--- config.mk ---
export PLATFORM = sky130hd
export DESIGN_NAME = timed_channel_sequencer_core
export DESIGN_NICKNAME = d
export VERILOG_FILES = /design/src/rtl/core/tcs_pkg.sv /design/src/rtl/core/tcs_slot_unit.sv /design/src/rtl/core/timed_channel_sequencer_core.sv
export SDC_FILE = /design/constraint.sdc
export NUM_CORES = 1
export LEC_CHECK = 0
export ABC_AREA = 1
export ABC_CLOCK_PERIOD_IN_PS = 13460
export BUFFER_PORTS_ARGS = -buffer_cell sky130_fd_sc_hd__buf_2
export CAP_MARGIN = 20
export CORE_MARGIN = 2
export CORE_UTILIZATION = 50
export CTS_CLUSTER_DIAMETER = 30
export DETAILED_ROUTE_END_ITERATION = 16
export PLACE_DENSITY_LB_ADDON = 0.08
export SLEW_MARGIN = 20
export SYNTH_ARGS = -nofsm -noshare
export SYNTH_HDL_FRONTEND = slang
export SYNTH_SLANG_ARGS = --single-unit
--- constraint.sdc ---
create_clock -name i_clk -period 13.46 [get_ports i_clk]
set_clock_uncertainty 0.05 [all_clocks]
set_input_delay 0.673 -clock i_clk [delete_from_list [all_inputs] [get_ports i_clk]]
set_output_delay 0.673 -clock i_clk [all_outputs]
set_load 0.05 [all_outputs]
--- src/rtl/core/tcs_pkg.sv ---
// Shared constants, codes and types of the timed channel sequencer.
// No dependencies; imported by every module of the block.
package tcs_pkg;

    localparam int C_NCH    = 4;
    localparam int C_IDX_W  = $clog2(C_NCH);
    localparam int C_CH_W   = 3;
    localparam int C_SEC_W  = 16;
    localparam int C_TPS_W  = 10;

    localparam logic [C_SEC_W-1:0] C_START_DELAY_RST = 16'd15000;
    localparam logic [C_SEC_W-1:0] C_RESET_DELAY_RST = 16'd1000;
    localparam logic [C_TPS_W-1:0] C_TPS_RST         = 10'd1000;
    localparam logic [C_CH_W-1:0]  C_IDLE_STEP       = 3'd7;

    localparam logic [2:0] MODE_TICK   = 3'd0;
    localparam logic [2:0] MODE_STOP   = 3'd1;
    localparam logic [2:0] MODE_RESET  = 3'd2;
    localparam logic [2:0] MODE_LOAD   = 3'd3;
    localparam logic [2:0] MODE_PAUSE  = 3'd4;
    localparam logic [2:0] MODE_RESUME = 3'd5;
    localparam logic [2:0] MODE_ADD    = 3'd6;
    localparam logic [2:0] MODE_START  = 3'd7;

    localparam logic [3:0] ANN_NONE     = 4'd0;
    localparam logic [3:0] ANN_STOP     = 4'd1;
    localparam logic [3:0] ANN_INIT     = 4'd2;
    localparam logic [3:0] ANN_TASK     = 4'd3;
    localparam logic [3:0] ANN_PAUSED   = 4'd4;
    localparam logic [3:0] ANN_FAULT    = 4'd5;
    localparam logic [3:0] ANN_RESUMED  = 4'd6;
    localparam logic [3:0] ANN_SET      = 4'd7;
    localparam logic [3:0] ANN_FULL     = 4'd8;
    localparam logic [3:0] ANN_STARTED  = 4'd9;
    localparam logic [3:0] ANN_FINISHED = 4'd10;

    localparam logic [1:0] PEND_NONE  = 2'd0;
    localparam logic [1:0] PEND_RESET = 2'd1;
    localparam logic [1:0] PEND_START = 2'd2;

    localparam logic [1:0] REG_START_DELAY = 2'd0;
    localparam logic [1:0] REG_RESET_DELAY = 2'd1;
    localparam logic [1:0] REG_TPS         = 2'd2;

    localparam logic [1:0] OP_FAULT = 2'd0;
    localparam logic [1:0] OP_ADD   = 2'd1;
    localparam logic [1:0] OP_FILL  = 2'd2;

    typedef struct packed {
        logic hit;
        logic sec_zero;
        logic ord_zero;
    } t_slot_res;

endpackage

--- src/rtl/core/tcs_slot_unit.sv ---
// Per-slot test unit of the timed channel sequencer, reused for every scanned channel.
// Depends on tcs_pkg.
module tcs_slot_unit
    import tcs_pkg::*;
(
    input  logic [1:0]         i_op,
    input  logic               i_fault,
    input  logic [C_SEC_W-1:0] i_secs,
    input  logic [C_CH_W-1:0]  i_order,
    output t_slot_res          o_res
);

    logic w_sec_zero;
    logic w_ord_zero;

    assign w_sec_zero = (i_secs == '0);
    assign w_ord_zero = (i_order == '0);

    always_comb begin
        o_res.sec_zero = w_sec_zero;
        o_res.ord_zero = w_ord_zero;
        unique case (i_op)
            OP_FAULT: o_res.hit = !w_sec_zero && i_fault;
            OP_ADD:   o_res.hit = w_sec_zero;
            default:  o_res.hit = 1'b0;
        endcase
    end

endmodule

--- src/rtl/core/timed_channel_sequencer_core.sv ---
// Timed channel sequencer: one beat in, one result strobe out per accepted beat.
// A tick walks up to the four channels one per cycle through the shared slot unit, as do add
// and start now; busy stays high until the result strobe, when a new beat may be taken.
// The sustained rate is set by that channel walk; a new beat waits for the last result.
// Reset (synchronous, active low) gives all-open mode, idle sequence and default delays.
// The receiver cannot stall; results are never held back. Depends on tcs_pkg.
module timed_channel_sequencer_core
    import tcs_pkg::*;
(
    input  logic               i_clk,
    input  logic               i_rst_n,
    input  logic               i_start,
    output logic               o_busy,
    input  logic               i_cfg_we,
    input  logic [1:0]         i_cfg_index,
    input  logic [C_SEC_W-1:0] i_cfg_data,
    input  logic [2:0]         i_mode,
    input  logic [C_NCH-1:0]   i_sensor_fault,
    input  logic [C_CH_W-1:0]  i_order_a,
    input  logic [C_CH_W-1:0]  i_order_b,
    input  logic [C_CH_W-1:0]  i_order_c,
    input  logic [C_CH_W-1:0]  i_order_d,
    input  logic [C_SEC_W-1:0] i_seconds_a,
    input  logic [C_SEC_W-1:0] i_seconds_b,
    input  logic [C_SEC_W-1:0] i_seconds_c,
    input  logic [C_SEC_W-1:0] i_seconds_d,
    input  logic [C_SEC_W-1:0] i_add_seconds,
    output logic               o_valid,
    output logic [C_NCH-1:0]   o_channel_open,
    output logic [C_CH_W-1:0]  o_active_channel,
    output logic               o_is_running,
    output logic               o_is_paused,
    output logic               o_all_open,
    output logic [C_SEC_W-1:0] o_seconds_left,
    output logic [3:0]         o_announce,
    output logic [C_CH_W-1:0]  o_fault_channel,
    output logic [C_CH_W-1:0]  o_added_slot,
    output logic               o_scan_enable
);

    localparam logic [2:0] S_IDLE  = 3'd0;
    localparam logic [2:0] S_EXEC  = 3'd1;
    localparam logic [2:0] S_BEGIN = 3'd2;
    localparam logic [2:0] S_SCAN  = 3'd3;
    localparam logic [2:0] S_ADV   = 3'd4;
    localparam logic [2:0] S_PRESC = 3'd5;
    localparam logic [2:0] S_OUT   = 3'd6;

    localparam logic [C_IDX_W-1:0] C_LAST_IDX = C_IDX_W'(C_NCH - 1);
    localparam logic [C_CH_W-1:0]  C_NCH_CH   = C_CH_W'(C_NCH);

    logic [2:0]         r_state, n_state;
    logic [2:0]         r_ret, n_ret;
    logic [C_IDX_W-1:0] r_idx, n_idx;
    logic [2:0]         r_mode, n_mode;
    logic [C_NCH-1:0]   r_faults, n_faults;
    logic [C_CH_W-1:0]  r_ld_order [C_NCH];
    logic [C_CH_W-1:0]  n_ld_order [C_NCH];
    logic [C_SEC_W-1:0] r_ld_secs [C_NCH];
    logic [C_SEC_W-1:0] n_ld_secs [C_NCH];
    logic [C_SEC_W-1:0] r_add_secs, n_add_secs;

    logic [C_SEC_W-1:0] r_start_delay, n_start_delay;
    logic [C_SEC_W-1:0] r_reset_delay, n_reset_delay;
    logic [C_TPS_W-1:0] r_tps, n_tps;

    logic               r_running, n_running;
    logic               r_paused, n_paused;
    logic               r_all_open, n_all_open;
    logic [C_CH_W-1:0]  r_step, n_step;
    logic [C_CH_W-1:0]  r_step_order [C_NCH];
    logic [C_CH_W-1:0]  n_step_order [C_NCH];
    logic [C_SEC_W-1:0] r_chan_secs [C_NCH];
    logic [C_SEC_W-1:0] n_chan_secs [C_NCH];
    logic [C_SEC_W-1:0] r_countdown, n_countdown;
    logic [1:0]         r_pend_kind, n_pend_kind;
    logic [C_SEC_W-1:0] r_pend_ms, n_pend_ms;
    logic [C_TPS_W-1:0] r_psc, n_psc;

    logic [3:0]         r_ann, n_ann;
    logic [C_CH_W-1:0]  r_fault_ch, n_fault_ch;
    logic [C_CH_W-1:0]  r_added, n_added;

    logic               r_valid, n_valid;
    logic [C_NCH-1:0]   r_out_open, n_out_open;
    logic [C_CH_W-1:0]  r_out_active, n_out_active;
    logic               r_out_running, n_out_running;
    logic               r_out_paused, n_out_paused;
    logic               r_out_all_open, n_out_all_open;
    logic [C_SEC_W-1:0] r_out_secs, n_out_secs;
    logic [3:0]         r_out_ann, n_out_ann;
    logic [C_CH_W-1:0]  r_out_fault, n_out_fault;
    logic [C_CH_W-1:0]  r_out_added, n_out_added;
    logic               r_out_scan, n_out_scan;

    logic [C_IDX_W-1:0] w_ord_addr;
    logic [C_CH_W-1:0]  w_ord_rd;
    logic [C_CH_W-1:0]  w_cur_ch;
    logic [C_IDX_W-1:0] w_sec_addr;
    logic [C_SEC_W-1:0] w_sec_rd;
    logic [1:0]         w_op;
    t_slot_res          w_slot;
    logic               w_live;
    logic [C_SEC_W-1:0] w_pend_dec;
    logic [C_TPS_W-1:0] w_tps_eff;
    logic [C_TPS_W:0]   w_psc_inc;
    logic [C_CH_W-1:0]  w_slot_ch;

    assign w_ord_addr = (r_state == S_SCAN) ? r_idx : r_step[C_IDX_W-1:0];
    assign w_ord_rd   = r_step_order[w_ord_addr];
    assign w_cur_ch   = (r_step < C_NCH_CH && w_ord_rd != '0 && w_ord_rd <= C_NCH_CH)
                        ? w_ord_rd : '0;
    assign w_sec_addr = (r_state == S_BEGIN) ? C_IDX_W'(w_cur_ch - 3'd1) : r_idx;
    assign w_sec_rd   = r_chan_secs[w_sec_addr];
    assign w_op       = (r_mode == MODE_TICK) ? OP_FAULT :
                        (r_mode == MODE_ADD)  ? OP_ADD : OP_FILL;
    assign w_live     = r_running && !r_paused;
    assign w_pend_dec = (r_pend_ms != '0) ? r_pend_ms - 1'b1 : '0;
    assign w_tps_eff  = (r_tps == '0) ? C_TPS_W'(1) : r_tps;
    assign w_psc_inc  = {1'b0, r_psc} + 1'b1;
    assign w_slot_ch  = C_CH_W'(r_idx) + 3'd1;

    tcs_slot_unit u_slot (
        .i_op    (w_op),
        .i_fault (r_faults[r_idx]),
        .i_secs  (w_sec_rd),
        .i_order (w_ord_rd),
        .o_res   (w_slot)
    );

    always_comb begin
        n_state       = r_state;
        n_ret         = r_ret;
        n_idx         = r_idx;
        n_mode        = r_mode;
        n_faults      = r_faults;
        n_ld_order    = r_ld_order;
        n_ld_secs     = r_ld_secs;
        n_add_secs    = r_add_secs;
        n_start_delay = r_start_delay;
        n_reset_delay = r_reset_delay;
        n_tps         = r_tps;
        n_running     = r_running;
        n_paused      = r_paused;
        n_all_open    = r_all_open;
        n_step        = r_step;
        n_step_order  = r_step_order;
        n_chan_secs   = r_chan_secs;
        n_countdown   = r_countdown;
        n_pend_kind   = r_pend_kind;
        n_pend_ms     = r_pend_ms;
        n_psc         = r_psc;
        n_ann         = r_ann;
        n_fault_ch    = r_fault_ch;
        n_added       = r_added;
        n_valid       = (r_state == S_OUT);
        n_out_open    = r_out_open;
        n_out_active  = r_out_active;
        n_out_running = r_out_running;
        n_out_paused  = r_out_paused;
        n_out_all_open = r_out_all_open;
        n_out_secs    = r_out_secs;
        n_out_ann     = r_out_ann;
        n_out_fault   = r_out_fault;
        n_out_added   = r_out_added;
        n_out_scan    = r_out_scan;

        if (i_cfg_we) begin
            unique case (i_cfg_index)
                REG_START_DELAY: n_start_delay = i_cfg_data;
                REG_RESET_DELAY: n_reset_delay = i_cfg_data;
                REG_TPS:         n_tps = i_cfg_data[C_TPS_W-1:0];
                default: ;
            endcase
        end

        unique case (r_state)
            S_IDLE: begin
                if (i_start) begin
                    n_state       = S_EXEC;
                    n_mode        = i_mode;
                    n_faults      = i_sensor_fault;
                    n_ld_order[0] = i_order_a;
                    n_ld_order[1] = i_order_b;
                    n_ld_order[2] = i_order_c;
                    n_ld_order[3] = i_order_d;
                    n_ld_secs[0]  = i_seconds_a;
                    n_ld_secs[1]  = i_seconds_b;
                    n_ld_secs[2]  = i_seconds_c;
                    n_ld_secs[3]  = i_seconds_d;
                    n_add_secs    = i_add_seconds;
                    n_ann         = ANN_NONE;
                    n_fault_ch    = '0;
                    n_added       = '0;
                end
            end
            S_EXEC: begin
                n_state = S_OUT;
                n_idx   = '0;
                unique case (r_mode)
                    MODE_TICK: begin
                        n_state = S_SCAN;
                        if (r_pend_kind != PEND_NONE) begin
                            n_pend_ms = w_pend_dec;
                            if (w_pend_dec == '0) begin
                                n_pend_kind = PEND_NONE;
                                if (r_pend_kind == PEND_RESET) begin
                                    n_running   = 1'b0;
                                    n_paused    = 1'b0;
                                    n_countdown = '0;
                                    n_step      = C_IDLE_STEP;
                                    n_all_open  = 1'b1;
                                end else if (r_pend_kind == PEND_START) begin
                                    n_step    = '0;
                                    n_running = 1'b1;
                                    n_paused  = 1'b0;
                                    n_ann     = ANN_STARTED;
                                    n_ret     = S_SCAN;
                                    n_state   = S_BEGIN;
                                end
                            end
                        end
                    end
                    MODE_STOP: begin
                        n_all_open  = 1'b0;
                        n_running   = 1'b0;
                        n_paused    = 1'b0;
                        n_countdown = '0;
                        n_step      = C_IDLE_STEP;
                        n_pend_kind = PEND_NONE;
                        n_ann       = ANN_STOP;
                    end
                    MODE_RESET: begin
                        n_pend_kind = PEND_RESET;
                        n_pend_ms   = r_reset_delay;
                        n_ann       = ANN_INIT;
                    end
                    MODE_LOAD: begin
                        n_all_open  = 1'b0;
                        n_running   = 1'b0;
                        n_paused    = 1'b0;
                        n_countdown = '0;
                        n_step      = C_IDLE_STEP;
                        for (int i = 0; i < C_NCH; i++) begin
                            n_step_order[i] = (r_ld_order[i] <= C_NCH_CH) ? r_ld_order[i] : '0;
                            n_chan_secs[i]  = r_ld_secs[i];
                        end
                        n_pend_kind = PEND_START;
                        n_pend_ms   = r_start_delay;
                        n_ann       = ANN_TASK;
                    end
                    MODE_PAUSE: begin
                        if (w_live) begin
                            n_paused = 1'b1;
                            n_ann    = ANN_PAUSED;
                        end
                    end
                    MODE_RESUME: begin
                        if (r_running && r_paused) begin
                            n_paused = 1'b0;
                            n_ann    = ANN_RESUMED;
                        end
                    end
                    MODE_ADD: begin
                        n_ann   = ANN_FULL;
                        n_state = S_SCAN;
                    end
                    MODE_START: begin
                        n_all_open = 1'b0;
                        n_ann      = ANN_STARTED;
                        n_state    = S_SCAN;
                    end
                    default: ;
                endcase
            end
            S_BEGIN: begin
                n_countdown = (w_cur_ch != '0) ? w_sec_rd : '0;
                n_state     = r_ret;
            end
            S_SCAN: begin
                unique case (w_op)
                    OP_FAULT: begin
                        if (!w_live) begin
                            n_state = S_ADV;
                        end else if (w_slot.hit) begin
                            n_paused   = 1'b1;
                            n_ann      = ANN_FAULT;
                            n_fault_ch = w_slot_ch;
                            n_state    = S_ADV;
                        end else if (r_idx == C_LAST_IDX) begin
                            n_state = S_ADV;
                        end else begin
                            n_idx = r_idx + 1'b1;
                        end
                    end
                    OP_ADD: begin
                        if (w_slot.hit) begin
                            n_chan_secs[r_idx] = r_add_secs;
                            if (w_slot.ord_zero) begin
                                n_step_order[r_idx] = w_slot_ch;
                            end
                            n_added = w_slot_ch;
                            n_ann   = ANN_SET;
                            n_state = S_OUT;
                        end else if (r_idx == C_LAST_IDX) begin
                            n_state = S_OUT;
                        end else begin
                            n_idx = r_idx + 1'b1;
                        end
                    end
                    default: begin
                        if (w_slot.ord_zero) begin
                            n_step_order[r_idx] = w_slot_ch;
                        end
                        if (r_idx == C_LAST_IDX) begin
                            n_step    = '0;
                            n_running = 1'b1;
                            n_paused  = 1'b0;
                            n_ret     = S_OUT;
                            n_state   = S_BEGIN;
                        end else begin
                            n_idx = r_idx + 1'b1;
                        end
                    end
                endcase
            end
            S_ADV: begin
                n_state = S_PRESC;
                if (w_live && r_countdown == '0) begin
                    if (r_step + 1'b1 >= C_NCH_CH) begin
                        n_running = 1'b0;
                        n_step    = C_IDLE_STEP;
                        n_ann     = ANN_FINISHED;
                    end else begin
                        n_step  = r_step + 1'b1;
                        n_ret   = S_PRESC;
                        n_state = S_BEGIN;
                    end
                end
            end
            S_PRESC: begin
                n_state = S_OUT;
                if (w_psc_inc >= {1'b0, w_tps_eff}) begin
                    n_psc = '0;
                    if (w_live && r_countdown != '0) begin
                        n_countdown = r_countdown - 1'b1;
                    end
                end else begin
                    n_psc = w_psc_inc[C_TPS_W-1:0];
                end
            end
            S_OUT: begin
                n_state       = S_IDLE;
                n_out_active  = r_running ? w_cur_ch : '0;
                n_out_open    = '0;
                if (!r_paused) begin
                    if (r_all_open) begin
                        n_out_open = '1;
                    end else if (r_running && w_cur_ch != '0) begin
                        n_out_open = C_NCH'(1) << (w_cur_ch - 3'd1);
                    end
                end
                n_out_running  = r_running;
                n_out_paused   = r_paused;
                n_out_all_open = r_all_open;
                n_out_secs     = r_countdown;
                n_out_ann      = r_ann;
                n_out_fault    = r_fault_ch;
                n_out_added    = r_added;
                n_out_scan     = w_live;
            end
            default: n_state = S_IDLE;
        endcase
    end

    always_ff @(posedge i_clk) begin
        if (!i_rst_n) begin
            r_state       <= S_IDLE;
            r_valid       <= 1'b0;
            r_start_delay <= C_START_DELAY_RST;
            r_reset_delay <= C_RESET_DELAY_RST;
            r_tps         <= C_TPS_RST;
            r_running     <= 1'b0;
            r_paused      <= 1'b0;
            r_all_open    <= 1'b1;
            r_step        <= C_IDLE_STEP;
            r_countdown   <= '0;
            r_pend_kind   <= PEND_NONE;
            r_pend_ms     <= '0;
            r_psc         <= '0;
            for (int i = 0; i < C_NCH; i++) begin
                r_step_order[i] <= '0;
                r_chan_secs[i]  <= '0;
            end
        end else begin
            r_state       <= n_state;
            r_valid       <= n_valid;
            r_start_delay <= n_start_delay;
            r_reset_delay <= n_reset_delay;
            r_tps         <= n_tps;
            r_running     <= n_running;
            r_paused      <= n_paused;
            r_all_open    <= n_all_open;
            r_step        <= n_step;
            r_countdown   <= n_countdown;
            r_pend_kind   <= n_pend_kind;
            r_pend_ms     <= n_pend_ms;
            r_psc         <= n_psc;
            r_step_order  <= n_step_order;
            r_chan_secs   <= n_chan_secs;
        end
    end

    always_ff @(posedge i_clk) begin
        r_ret          <= n_ret;
        r_idx          <= n_idx;
        r_mode         <= n_mode;
        r_faults       <= n_faults;
        r_ld_order     <= n_ld_order;
        r_ld_secs      <= n_ld_secs;
        r_add_secs     <= n_add_secs;
        r_ann          <= n_ann;
        r_fault_ch     <= n_fault_ch;
        r_added        <= n_added;
        r_out_open     <= n_out_open;
        r_out_active   <= n_out_active;
        r_out_running  <= n_out_running;
        r_out_paused   <= n_out_paused;
        r_out_all_open <= n_out_all_open;
        r_out_secs     <= n_out_secs;
        r_out_ann      <= n_out_ann;
        r_out_fault    <= n_out_fault;
        r_out_added    <= n_out_added;
        r_out_scan     <= n_out_scan;
    end

    assign o_busy           = (r_state != S_IDLE);
    assign o_valid          = r_valid;
    assign o_channel_open   = r_out_open;
    assign o_active_channel = r_out_active;
    assign o_is_running     = r_out_running;
    assign o_is_paused      = r_out_paused;
    assign o_all_open       = r_out_all_open;
    assign o_seconds_left   = r_out_secs;
    assign o_announce       = r_out_ann;
    assign o_fault_channel  = r_out_fault;
    assign o_added_slot     = r_out_added;
    assign o_scan_enable    = r_out_scan;

endmodule

* After elaboration in Yosys (flattened, before gate mapping)
Index checks and enable logic that the tools add are counted.
** Storage, ports and cells
- Flip-flop bits (word level) :: 323
- Bits of input ports :: 121
- Output and inout port bits :: 39
- Word-level logic and storage cells :: 327
** Operators by class
- $add $sub $neg :: 7
- Magnitude comparators :: 13
- Eq/ne operators :: 60
- Shift operators :: 1
- Muxes and demuxes :: 139
- Bitwise operators :: 3
- Reductions and logical operators :: 57
** Operator list (number)
- $mux 64 :: 3
- $mux 16 :: 11
- $pmux 64 s2 :: 1
- $mux 3 :: 38
- $pmux 16 s3 :: 2
- $bwmux 64 :: 1
- $mux 4 :: 14
- $logic_not 16->1 :: 3
- $pmux 12 s2 :: 2
- $mux 12 :: 3
- $bmux 16 s2 :: 1
- $demux 16 s2 :: 1
- $pmux 16 s2 :: 1
- $pmux 4 s8 :: 1
- $reduce_bool 16->1 :: 2
- $sub 16x1->16 const B :: 2
- $ne 2x2->1 const B :: 15
- $pmux 3 s2 :: 5
- $ne 3x3->1 const B :: 9
- $mux 1 :: 25
- $eq 3x3->1 const B :: 7
- $mux 10 :: 2
- $reduce_and 4->1 :: 5
- $mux 2 :: 9
- other kinds (56) :: 117

* Logic depth before layout (Yosys ltp)
Gate-level depths: netlist of run 1.
- Word-level depth :: 24
- Mapped depth :: 31
- Gate-level depth less buffers :: 29

* Hierarchy
A second synthesis of run 1 with hierarchy kept.
** Second synthesis, totals
- Cells, all modules :: 1704
- Area, all modules :: 14946.8 um^2
** By module, submodules not included
- timed_channel_sequencer_core :: times used 1, cells each 1679, area each 14831.7 um^2, seq. area each 7977.7 um^2
- tcs_slot_unit :: times used 1, cells each 25, area each 115.1 um^2, seq. area each 0.0 um^2

* Worst setup path after synthesis of run 1
OpenSTA, ideal clock, no wires.
- Kind :: flip-flop to flip-flop
- From :: register r_state[0]
- To :: register r_add_secs[0], enable pin
- Setup time :: 0.558 ns
- Arrival :: 5.114 ns
- Setup slack :: 7.738 ns
- Cell stages (with the launch flop) :: 6
- Path buffers :: 0
- Cell sequence :: dfxtp_1 -> nor2_1 -> inv_1 -> nor2_1 -> inv_1 -> nor2_1
** Between the ends
- Cells in the longest elaborated chain, start to end :: 2
** Ends and longest elaborated chain
- from (decl) :: line timed_channel_sequencer_core.sv:52 : logic [2:0] r_state, n_state;
- from (signal assigned) :: line timed_channel_sequencer_core.sv:396 : r_state <= n_state;
- $logic_not 3->1 :: line timed_channel_sequencer_core.sv:177 : unique case (r_state)
- $reduce_and 2->1 (no line)
- to (signal assigned) :: line timed_channel_sequencer_core.sv:421 : r_add_secs <= n_add_secs;
- to (decl) :: line timed_channel_sequencer_core.sv:61 : logic [C_SEC_W-1:0] r_add_secs, n_add_secs;
No other way between the ends.
A chain may end at the register's enable or synchronous reset.

* Worst setup path in the final report of run 1
- From :: register r_state[1]
- To :: register r_chan_secs[31] in the netlist's numbering
** Between the ends
- Cells in the longest elaborated chain, start to end :: 22
- Elaborated cells between the ends (all ways) :: 29
** Ends and longest elaborated chain
- $eq 3x2->1 (*) :: line timed_channel_sequencer_core.sv:109 : assign w_ord_addr = (r_state == S_SCAN) ? r_idx : r_step[C_IDX_W-1:0];
- $mux 2 (*) :: line timed_channel_sequencer_core.sv:109
- $not 2->3 (implied by the code) (*) :: line timed_channel_sequencer_core.sv:110 : assign w_ord_rd = r_step_order[w_ord_addr];
- $bmux 3 s2 (*) :: line timed_channel_sequencer_core.sv:110
- $mux 3 (implied by the code) (*) (2 in a row) :: line timed_channel_sequencer_core.sv:110
- branches (longest 3 deep; another with $le 3x3->1)
- $mux 3 (*) :: line timed_channel_sequencer_core.sv:112 : ? w_ord_rd : '0;
- via w_cur_ch[1] :: line timed_channel_sequencer_core.sv:98 : logic [C_CH_W-1:0] w_cur_ch;
- (+3 left out)
- $bmux 16 s2 (*) :: line timed_channel_sequencer_core.sv:114 : assign w_sec_rd = r_chan_secs[w_sec_addr];
- $mux 16 (implied by the code) (*) (2 in a row) :: line timed_channel_sequencer_core.sv:114
- $logic_not 16->1 (*) :: line tcs_slot_unit.sv:16 : assign w_sec_zero = (i_secs == '0);
- $logic_not 1->1 :: line tcs_slot_unit.sv:23 : OP_FAULT: o_res.hit = !w_sec_zero && i_fault;
- $logic_and 1x1->1 :: line tcs_slot_unit.sv:23
- $pmux 1 s2 (*) :: line tcs_slot_unit.sv:22 : unique case (i_op)
- $ne 2x1->1 (no line) (*)
- $reduce_and 4->1 (no line) (*)
- to (signal assigned) :: line timed_channel_sequencer_core.sv:410 : r_chan_secs <= n_chan_secs;
- to (decl) :: line timed_channel_sequencer_core.sv:73 : logic [C_SEC_W-1:0] r_chan_secs [C_NCH];
Mark *: on every way through the listed nets, which the timed path passes. The select of a mux whose other input is x is not followed.

==> results.sh, run 1 <==
export IMPL_numCtsBuffers=75
export IMPL_viasPerCell=5.224
export IMPL_start_util_pct=50.45
export IMPL_cts_root_buffer="clkbuf_16"
export IMPL_critPathArrivalTime_ns=6.69
export IMPL_overflow=0
export IMPL_grt_max_degree=95
export IMPL_maxSlewViolCount=0
export IMPL_setup_viol=0
export IMPL_cp_end_kind="flop"
export IMPL_finalSetupTns_ns=0
export IMPL_maxSlewHeadroom_pct=33.23
export IMPL_rows=65
export IMPL_io_pins=160
export IMPL_drt_wl_total_um=42990
export IMPL_rsz0062_at_grt="no"
export IMPL_crit_slowest_cell="o21ai_2"
export IMPL_synth_compound_area_share_pct=11.54
export IMPL_max_stage_delay_ns=0.60
export IMPL_route_detailed_drc=0
export IMPL_tightest_slew_ns=1.002
export IMPL_clk_latency_ns=0.58
export IMPL_synth_area_per_cell_um2=7.950
export IMPL_die_x_um=182.0
export IMPL_synth_mux_area_share_pct=0
export IMPL_synth_cell_types=48
export IMPL_cts_tree="yes"
export IMPL_vias=13700
export IMPL_final_antenna_net_count=0
export IMPL_core_area_mm2=0.03139
export IMPL_peakVddDrop_mv=0.1560
export IMPL_hp_class="input port to flop"
export IMPL_netlist_area_mm2=0.01584
export IMPL_required_ns=13.88
export IMPL_fin_area_mm2=0.01938
export IMPL_ys_dominant_reg_cell="dfxtp_1"
export IMPL_clock_path_buffers=3
export IMPL_cts_sinks=323
export IMPL_post_cts_buffers=0
export IMPL_h_tree_depth=3
export IMPL_seq_area_frac_synth_pct=50.38
export IMPL_power_leakage_nw=8.830
export IMPL_nets=2306
export IMPL_synth_nets=2139
export IMPL_critPathKind="flop to flop"
export IMPL_ys_warn_count=0
export IMPL_first_pass_iters=6
export IMPL_dp_hpwl_um=30700
export IMPL_synth_cells=1992
export IMPL_drive_above_1_share_pct=15.27
export IMPL_drt_iter0_markers=1169
export IMPL_area_delta_synth_final_pct=22.37
export IMPL_cp_max_fo=71
export IMPL_synth_simple_gate_area_share_pct=23.96
export IMPL_antenna_found_initial=0
export IMPL_synth_top_family_by_area="simple AND/OR/NAND/NOR gates"
export IMPL_powerDensity_mw_per_mm2=232.8
export IMPL_start_kind="flop"
export IMPL_synthArstFlopShare_pct=0
export IMPL_synth_edf_count=151
export IMPL_fmax_mhz=159.3
export IMPL_synth_xor_area_share_pct=1.106
export IMPL_grt_use_total_pct=26.30
export IMPL_hold_violations=0
export IMPL_grt_pass1_wl_um=68760
export IMPL_grt_pass1_vias=12660
export IMPL_period_share_pct=46.64
export IMPL_synth_seq_cells=323
export IMPL_status="finished clean"
export IMPL_fillers=2834
export IMPL_holdWs_ns=0.2107
export IMPL_clk_pin_slew_ns=0.05
export IMPL_critical_path_most_common_cell="nand2_1"
export IMPL_dieArea_mm2=0.03311
export IMPL_hold_buffers=0
export IMPL_io_buffers=159
export IMPL_fin_crit_ns=6.278
export IMPL_cap_violations=0
export IMPL_design_power_total_mw=4.512
export IMPL_diodes=0
export IMPL_cts_resized=0
export IMPL_synthAdderAreaFrac_pct=2.054
export IMPL_globalplace_congestion=0.8602
export IMPL_die_h_um=182.0
export IMPL_wl_per_cell_um=16.40
export IMPL_placed_area_mm2=0.01689
## where the power goes
| group | leakage [nW] | internal (mW) | total, mW | switching [mW] |
|---|---|---|---|---|
| clock network | 1.22 | 1.17 | 1.76 | 0.583 |
| logic | 4.80 | 0.403 | 1.38 | 0.978 |
| registers | 2.81 | 1.28 | 1.38 | 0.0967 |
## critical path, delay by kind of cell, from the launching register on
family                   cells  cell delay (ns)
flip-flops                   1             0.47
AND/OR/NAND/NOR             22             3.64
AO/OA/AOI/OAI                1             0.60
adder cells (fa/ha/maj)      1             0.31
buffers and inverters        5             1.00
## cell type report
cell class / count / area, um2 / share of cell area [%]
clock inverters: 40 / 417.9 / 2.156
well taps: 402 / 503.0 / 2.595
clock buffers: 98 / 2076 / 10.71
flip-flops and latches: 323 / 7978 / 41.16
inverters: 363 / 1363 / 7.031
multi-input cells: 1223 / 6140 / 31.68
repair buffers: 173 / 903.4 / 4.661
## per-layer routing
metal / vias to the layer above / global-route usage, % / share of wire (%)
met5: - / 0 / 0
met1: 6182 / 41.48 / 50
li1: 6927 / - / -
met4: 0 / 9.581 / 2.3
met3: 79 / 5.515 / 7.8
met2: 510 / 34.87 / 39
## state kept, by name (all words and copies together) (netlist names), 10 cells and up
name            count
r_chan_secs        64
r_ld_secs          64
o_seconds_left     16
r_add_secs         16
r_countdown        16
r_pend_ms          16
r_reset_delay      16
r_start_delay      16
r_ld_order         12
r_step_order       12
r_psc              10
r_tps              10
## cells in the mapped netlist, types with 3 or more instances
| cell type | count | area [um2] |
|---|---|---|
| a211oi_1 | 5 | 37.54 |
| a21oi_1 | 75 | 375.4 |
| a221oi_1 | 33 | 289.0 |
| a31oi_1 | 8 | 50.05 |
| buf_1 | 15 | 56.30 |
| buf_2 | 8 | 40.04 |
| buf_4 | 4 | 30.03 |
| buf_6 | 5 | 56.30 |
| clkbuf_1 | 51 | 191.4 |
| dfxtp_1 | 172 | 3443 |
| edfxtp_1 | 151 | 4534 |
| ha_1 | 26 | 325.3 |
| inv_1 | 350 | 1314 |
| inv_2 | 11 | 41.29 |
| nand2_1 | 422 | 1584 |
| nand2_2 | 8 | 50.05 |
| nand3_1 | 106 | 530.5 |
| nand3_2 | 8 | 80.08 |
| nand3b_1 | 3 | 22.52 |
| nand4_1 | 86 | 538.0 |
| nor2_1 | 194 | 728.2 |
| nor2_2 | 3 | 18.77 |
| nor3_1 | 18 | 90.09 |
| nor4_1 | 5 | 31.28 |
| o2111ai_1 | 3 | 26.28 |
| o211ai_1 | 21 | 157.7 |
| o21ai_0 | 147 | 735.7 |
| o22ai_1 | 4 | 25.02 |
| o31ai_1 | 6 | 45.04 |
| or2_2 | 3 | 18.77 |
| xnor2_1 | 5 | 43.79 |
| xor2_1 | 15 | 131.4 |
## cells by family (layout without fill, tap and decap cells)
logic type	count (synthesis)	in the layout
simple gates	865	865
xor+xnor	20	20
compound gates	312	312
buf+inv	446	674
flops	323	323
fa+ha+maj	26	26
## through the flow
stage               utilization [%]  cells  worst slack (ns)
floorplan                         -   1992             7.738
global placement              53.79   2484             7.456
detailed placement            53.79   2484             7.317
CTS                           61.73   2622             7.260
global route                  61.73   2622             6.488
finish                        61.73   2622             7.182
## path summary, 6_finish.rpt
| path | startpoint | to | slack (ns) | cells after the start |
|---|---|---|---|---|
| worst max-delay path | r_state[1] | r_chan_secs[31] | 7.18 | 29 |
| worst min register to register | r_ann[1] | o_announce[1] | 0.36 | 0 |
| worst max register to register | r_state[1] | r_chan_secs[31] | 7.18 | 29 |
| worst min-delay path | i_seconds_b[2] | r_ld_secs[34] | 0.21 | 1 |
## placed cells by master, fill, tap and decap left out, types with 7 or more instances in the layout
cell / instances
a21oi_1: 75
a221oi_1: 33
a31oi_1: 8
buf_2: 158
buf_4: 15
clkbuf_1: 14
clkbuf_16: 77
clkbuf_8: 7
clkinv_2: 8
clkinv_4: 8
dfxtp_1: 172
edfxtp_1: 151
ha_1: 26
inv_1: 350
inv_2: 11
inv_6: 12
nand2_1: 421
nand2_2: 9
nand3_1: 106
nand3_2: 8
nand4_1: 86
nor2_1: 192
nor3_1: 18
o211ai_1: 21
o21ai_0: 147
xor2_1: 15
Note: power is estimated with default switching activity, not from simulation.
==> run 2, diff against run 1 <==
Settings changed: ABC_AREA 1 to 0, ABC_CLOCK_PERIOD_IN_PS 13460 to 5300.
Clock period 13.46 ns to 5.3 ns, I/O delays scaled along.
==> results.sh, run 2 <==
export IMPL_grt_use_total_pct=27.80
export IMPL_critPathKind="flop to flop"
export IMPL_synth_xor_area_share_pct=0.9372
export IMPL_drt_wl_total_um=43550
export IMPL_fin_ws_ns=0.2132
export IMPL_finalSetupTns_ns=0
export IMPL_cts_sinks=323
export IMPL_ys_top_cells_by_area="edfxtp_1, dfxtp_1, a21oi_1"
export IMPL_start_util_pct=50.58
export IMPL_synth_mux_area_share_pct=5.598
export IMPL_synthAdderAreaFrac_pct=2.176
export IMPL_core_area_mm2=0.02956
export IMPL_synth_cell_types=80
export IMPL_drive_above_1_share_pct=19.62
export IMPL_cap_violations=0
export IMPL_die_h_um=176.9
export IMPL_grt_max_degree=84
export IMPL_nets=1886
export IMPL_period_share_pct=95.98
export IMPL_final_antenna_net_count=0
export IMPL_power_leakage_nw=7.742
export IMPL_cts_root_buffer="clkbuf_16"
export IMPL_grt_pass1_vias=12520
export IMPL_synth_area_per_cell_um2=10.13
export IMPL_antenna_found_initial=0
export IMPL_synth_seq_cells=323
export IMPL_yosys_area_top_type_share_pct=30.33
export IMPL_cp_end_kind="flop"
export IMPL_io_pins=160
export IMPL_busiest_layer="met2"
export IMPL_hold_violations=0
export IMPL_io_buffers=159
export IMPL_grt_pass1_wl_um=68190
export IMPL_vias=12810
export IMPL_wl_per_cell_um=19.94
export IMPL_maxSlewHeadroom_pct=30.94
export IMPL_post_cts_buffers=0
export IMPL_yosysTopAreaCell="edfxtp_1"
export IMPL_final_cell_mix="dfxtp_1, buf_2, a21oi_1, edfxtp_1, nand2_1"
export IMPL_powerDensity_mw_per_mm2=557.7
export IMPL_fin_crit_ns=5.087
export IMPL_clk_pin_slew_ns=0.05
export IMPL_drt_iter0_markers=1026
export IMPL_clk_latency_ns=0.55
export IMPL_required_ns=5.70
export IMPL_synth_edf_count=151
export IMPL_diodes=0
export IMPL_synth_top_family_by_area="compound AO/OA/AOI/OAI gates"
export IMPL_fin_area_mm2=0.01971
export IMPL_ys_dominant_reg_cell="dfxtp_1"
export IMPL_placed_area_mm2=0.01600
export IMPL_synthArstFlopShare_pct=0
export IMPL_area_delta_synth_final_pct=31.81
export IMPL_rows=63
export IMPL_synth_common_cells="dfxtp_1, a21oi_1, edfxtp_1, nand2_1, nor2_1"
export IMPL_cts_tree="yes"
export IMPL_tightest_slew_ns=1.033
export IMPL_setup_viol=0
export IMPL_globalplace_congestion=0.8953
export IMPL_met1_usage_pct=36.15
export IMPL_h_tree_depth=3
export IMPL_reg_top3="r_chan_secs x64, r_ld_secs x64"
export IMPL_synth_nets=1623
export IMPL_preCtsSetupSlack_ns=0.02003
export IMPL_met3_usage_pct=5.305
export IMPL_clock_path_buffers=3
export IMPL_route_detailed_drc=0
export IMPL_synth_simple_gate_area_share_pct=16.70
export IMPL_seq_area_frac_synth_pct=53.36
export IMPL_rsz0062_at_grt="no"
export IMPL_numCtsBuffers=70
export IMPL_use_met2_pct=45.41
export IMPL_status="finished clean"
export IMPL_viasPerCell=5.864
export IMPL_mostFrequentLayoutCell="dfxtp_1"
export IMPL_dieArea_mm2=0.03130
export IMPL_maxSlewViolCount=0
export IMPL_peakVddDrop_mv=0.3418
export IMPL_cp_max_fo=18
export IMPL_die_x_um=176.9
export IMPL_synth_compound_area_share_pct=17.46
export IMPL_first_pass_iters=5
export IMPL_synth_cells=1476
export IMPL_hp_class="input port to flop"
export IMPL_ys_warn_count=0
export IMPL_critPathArrivalTime_ns=5.49
export IMPL_overflow=0
export IMPL_dp_hpwl_um=28800
export IMPL_start_kind="flop"
export IMPL_fmax_mhz=196.6
export IMPL_netlist_area_mm2=0.01495
export IMPL_post_synth_top_count_cell="dfxtp_1"
run 2: what timing repair did:
action                                  in CTS  in global routing
resized for setup                            0                  4
gates cloned                                 1                  0
hold buffers                               115                  0
endpoints found under the hold margin      141                  0
pin swaps                                    1                  0
endpoints found under the setup margin       1                 52
run 2: worst paths after layout:
path,slack [ns],depth (start not counted),from,to
worst min register to register,0.37,0,r_fault_ch[2],o_fault_channel[2]
worst max-delay path,0.21,17,r_state[2],r_chan_secs[1]
worst max register to register,0.21,17,r_state[2],r_chan_secs[1]
worst min-delay path,0.18,4,i_cfg_we,r_tps[0]
run 2: cells by family (layout without fill, tap and decap cells):
| group | count (synthesis) | count (layout) |
|---|---|---|
| buffers and inverters | 141 | 458 |
| DFF | 323 | 323 |
| xor gates and xnor gates | 16 | 16 |
| adders and majority gates | 26 | 26 |
| and+or+nand+nor | 501 | 501 |
| AOI/OAI and AO/OA | 409 | 410 |
| muxes | 60 | 60 |
run 2: cell type report:
type | instances | area (um2)
Sequential cell | 323 | 7978
Timing Repair Buffer | 298 | 2127
Clock inverter | 46 | 689.4
Clock buffer | 81 | 1834
Fill cell | 2274 | 9852
Tap cell | 390 | 488.0
Inverter | 33 | 126.4
Multi-Input combinational cell | 1013 | 6465
run 2: power breakdown:
| group | total (mW) | switching, mW | leakage (nW) | internal [mW] |
|---|---|---|---|---|
| registers | 3.52 | 0.339 | 2.81 | 3.18 |
| clock network | 4.63 | 1.40 | 1.20 | 3.22 |
| logic | 2.85 | 1.84 | 3.74 | 1.01 |
| total | 11.0 | 3.59 | 7.74 | 7.40 |
run 2: layer usage:
metal  vias up  wire (um)
met4         0       1746
li1       6093          -
met3       114       2771
met2       510      20520
met5         -          0
met1      6089      18510
run 2: per-stage QoR:
stage / instances / hold slack [ns] / utilization (%) / power, mW
after floorplan: 1476 / 0.3139 / - / 5.430
after global placement: 1941 / 0.3617 / 54.14 / 6.239
after detailed placement: 1941 / 0.3562 / 54.14 / 6.254
after CTS: 2184 / 0.1452 / 66.62 / 10.99
after global routing: 2184 / 0.2326 / 66.67 / 11.47
final: 2184 / 0.1805 / 66.67 / 10.99
run 2: worst max-delay path, stage by stage (launching register included):
cell and delay, ns:
dfxtp_1 0.52, nand2b_1 0.23, nor2_4 0.05, inv_2 0.12, mux2_2 0.38, mux2i_1 0.35
nor2b_1 0.24, nor2b_1 0.30, inv_1 0.16, ha_1 0.32, mux2_1 0.34, mux2_2 0.27
o21ai_2 0.07, o22a_2 0.32, o211ai_4 0.57, buf_4 0.33, a21oi_1 0.09, a211oi_1 0.27
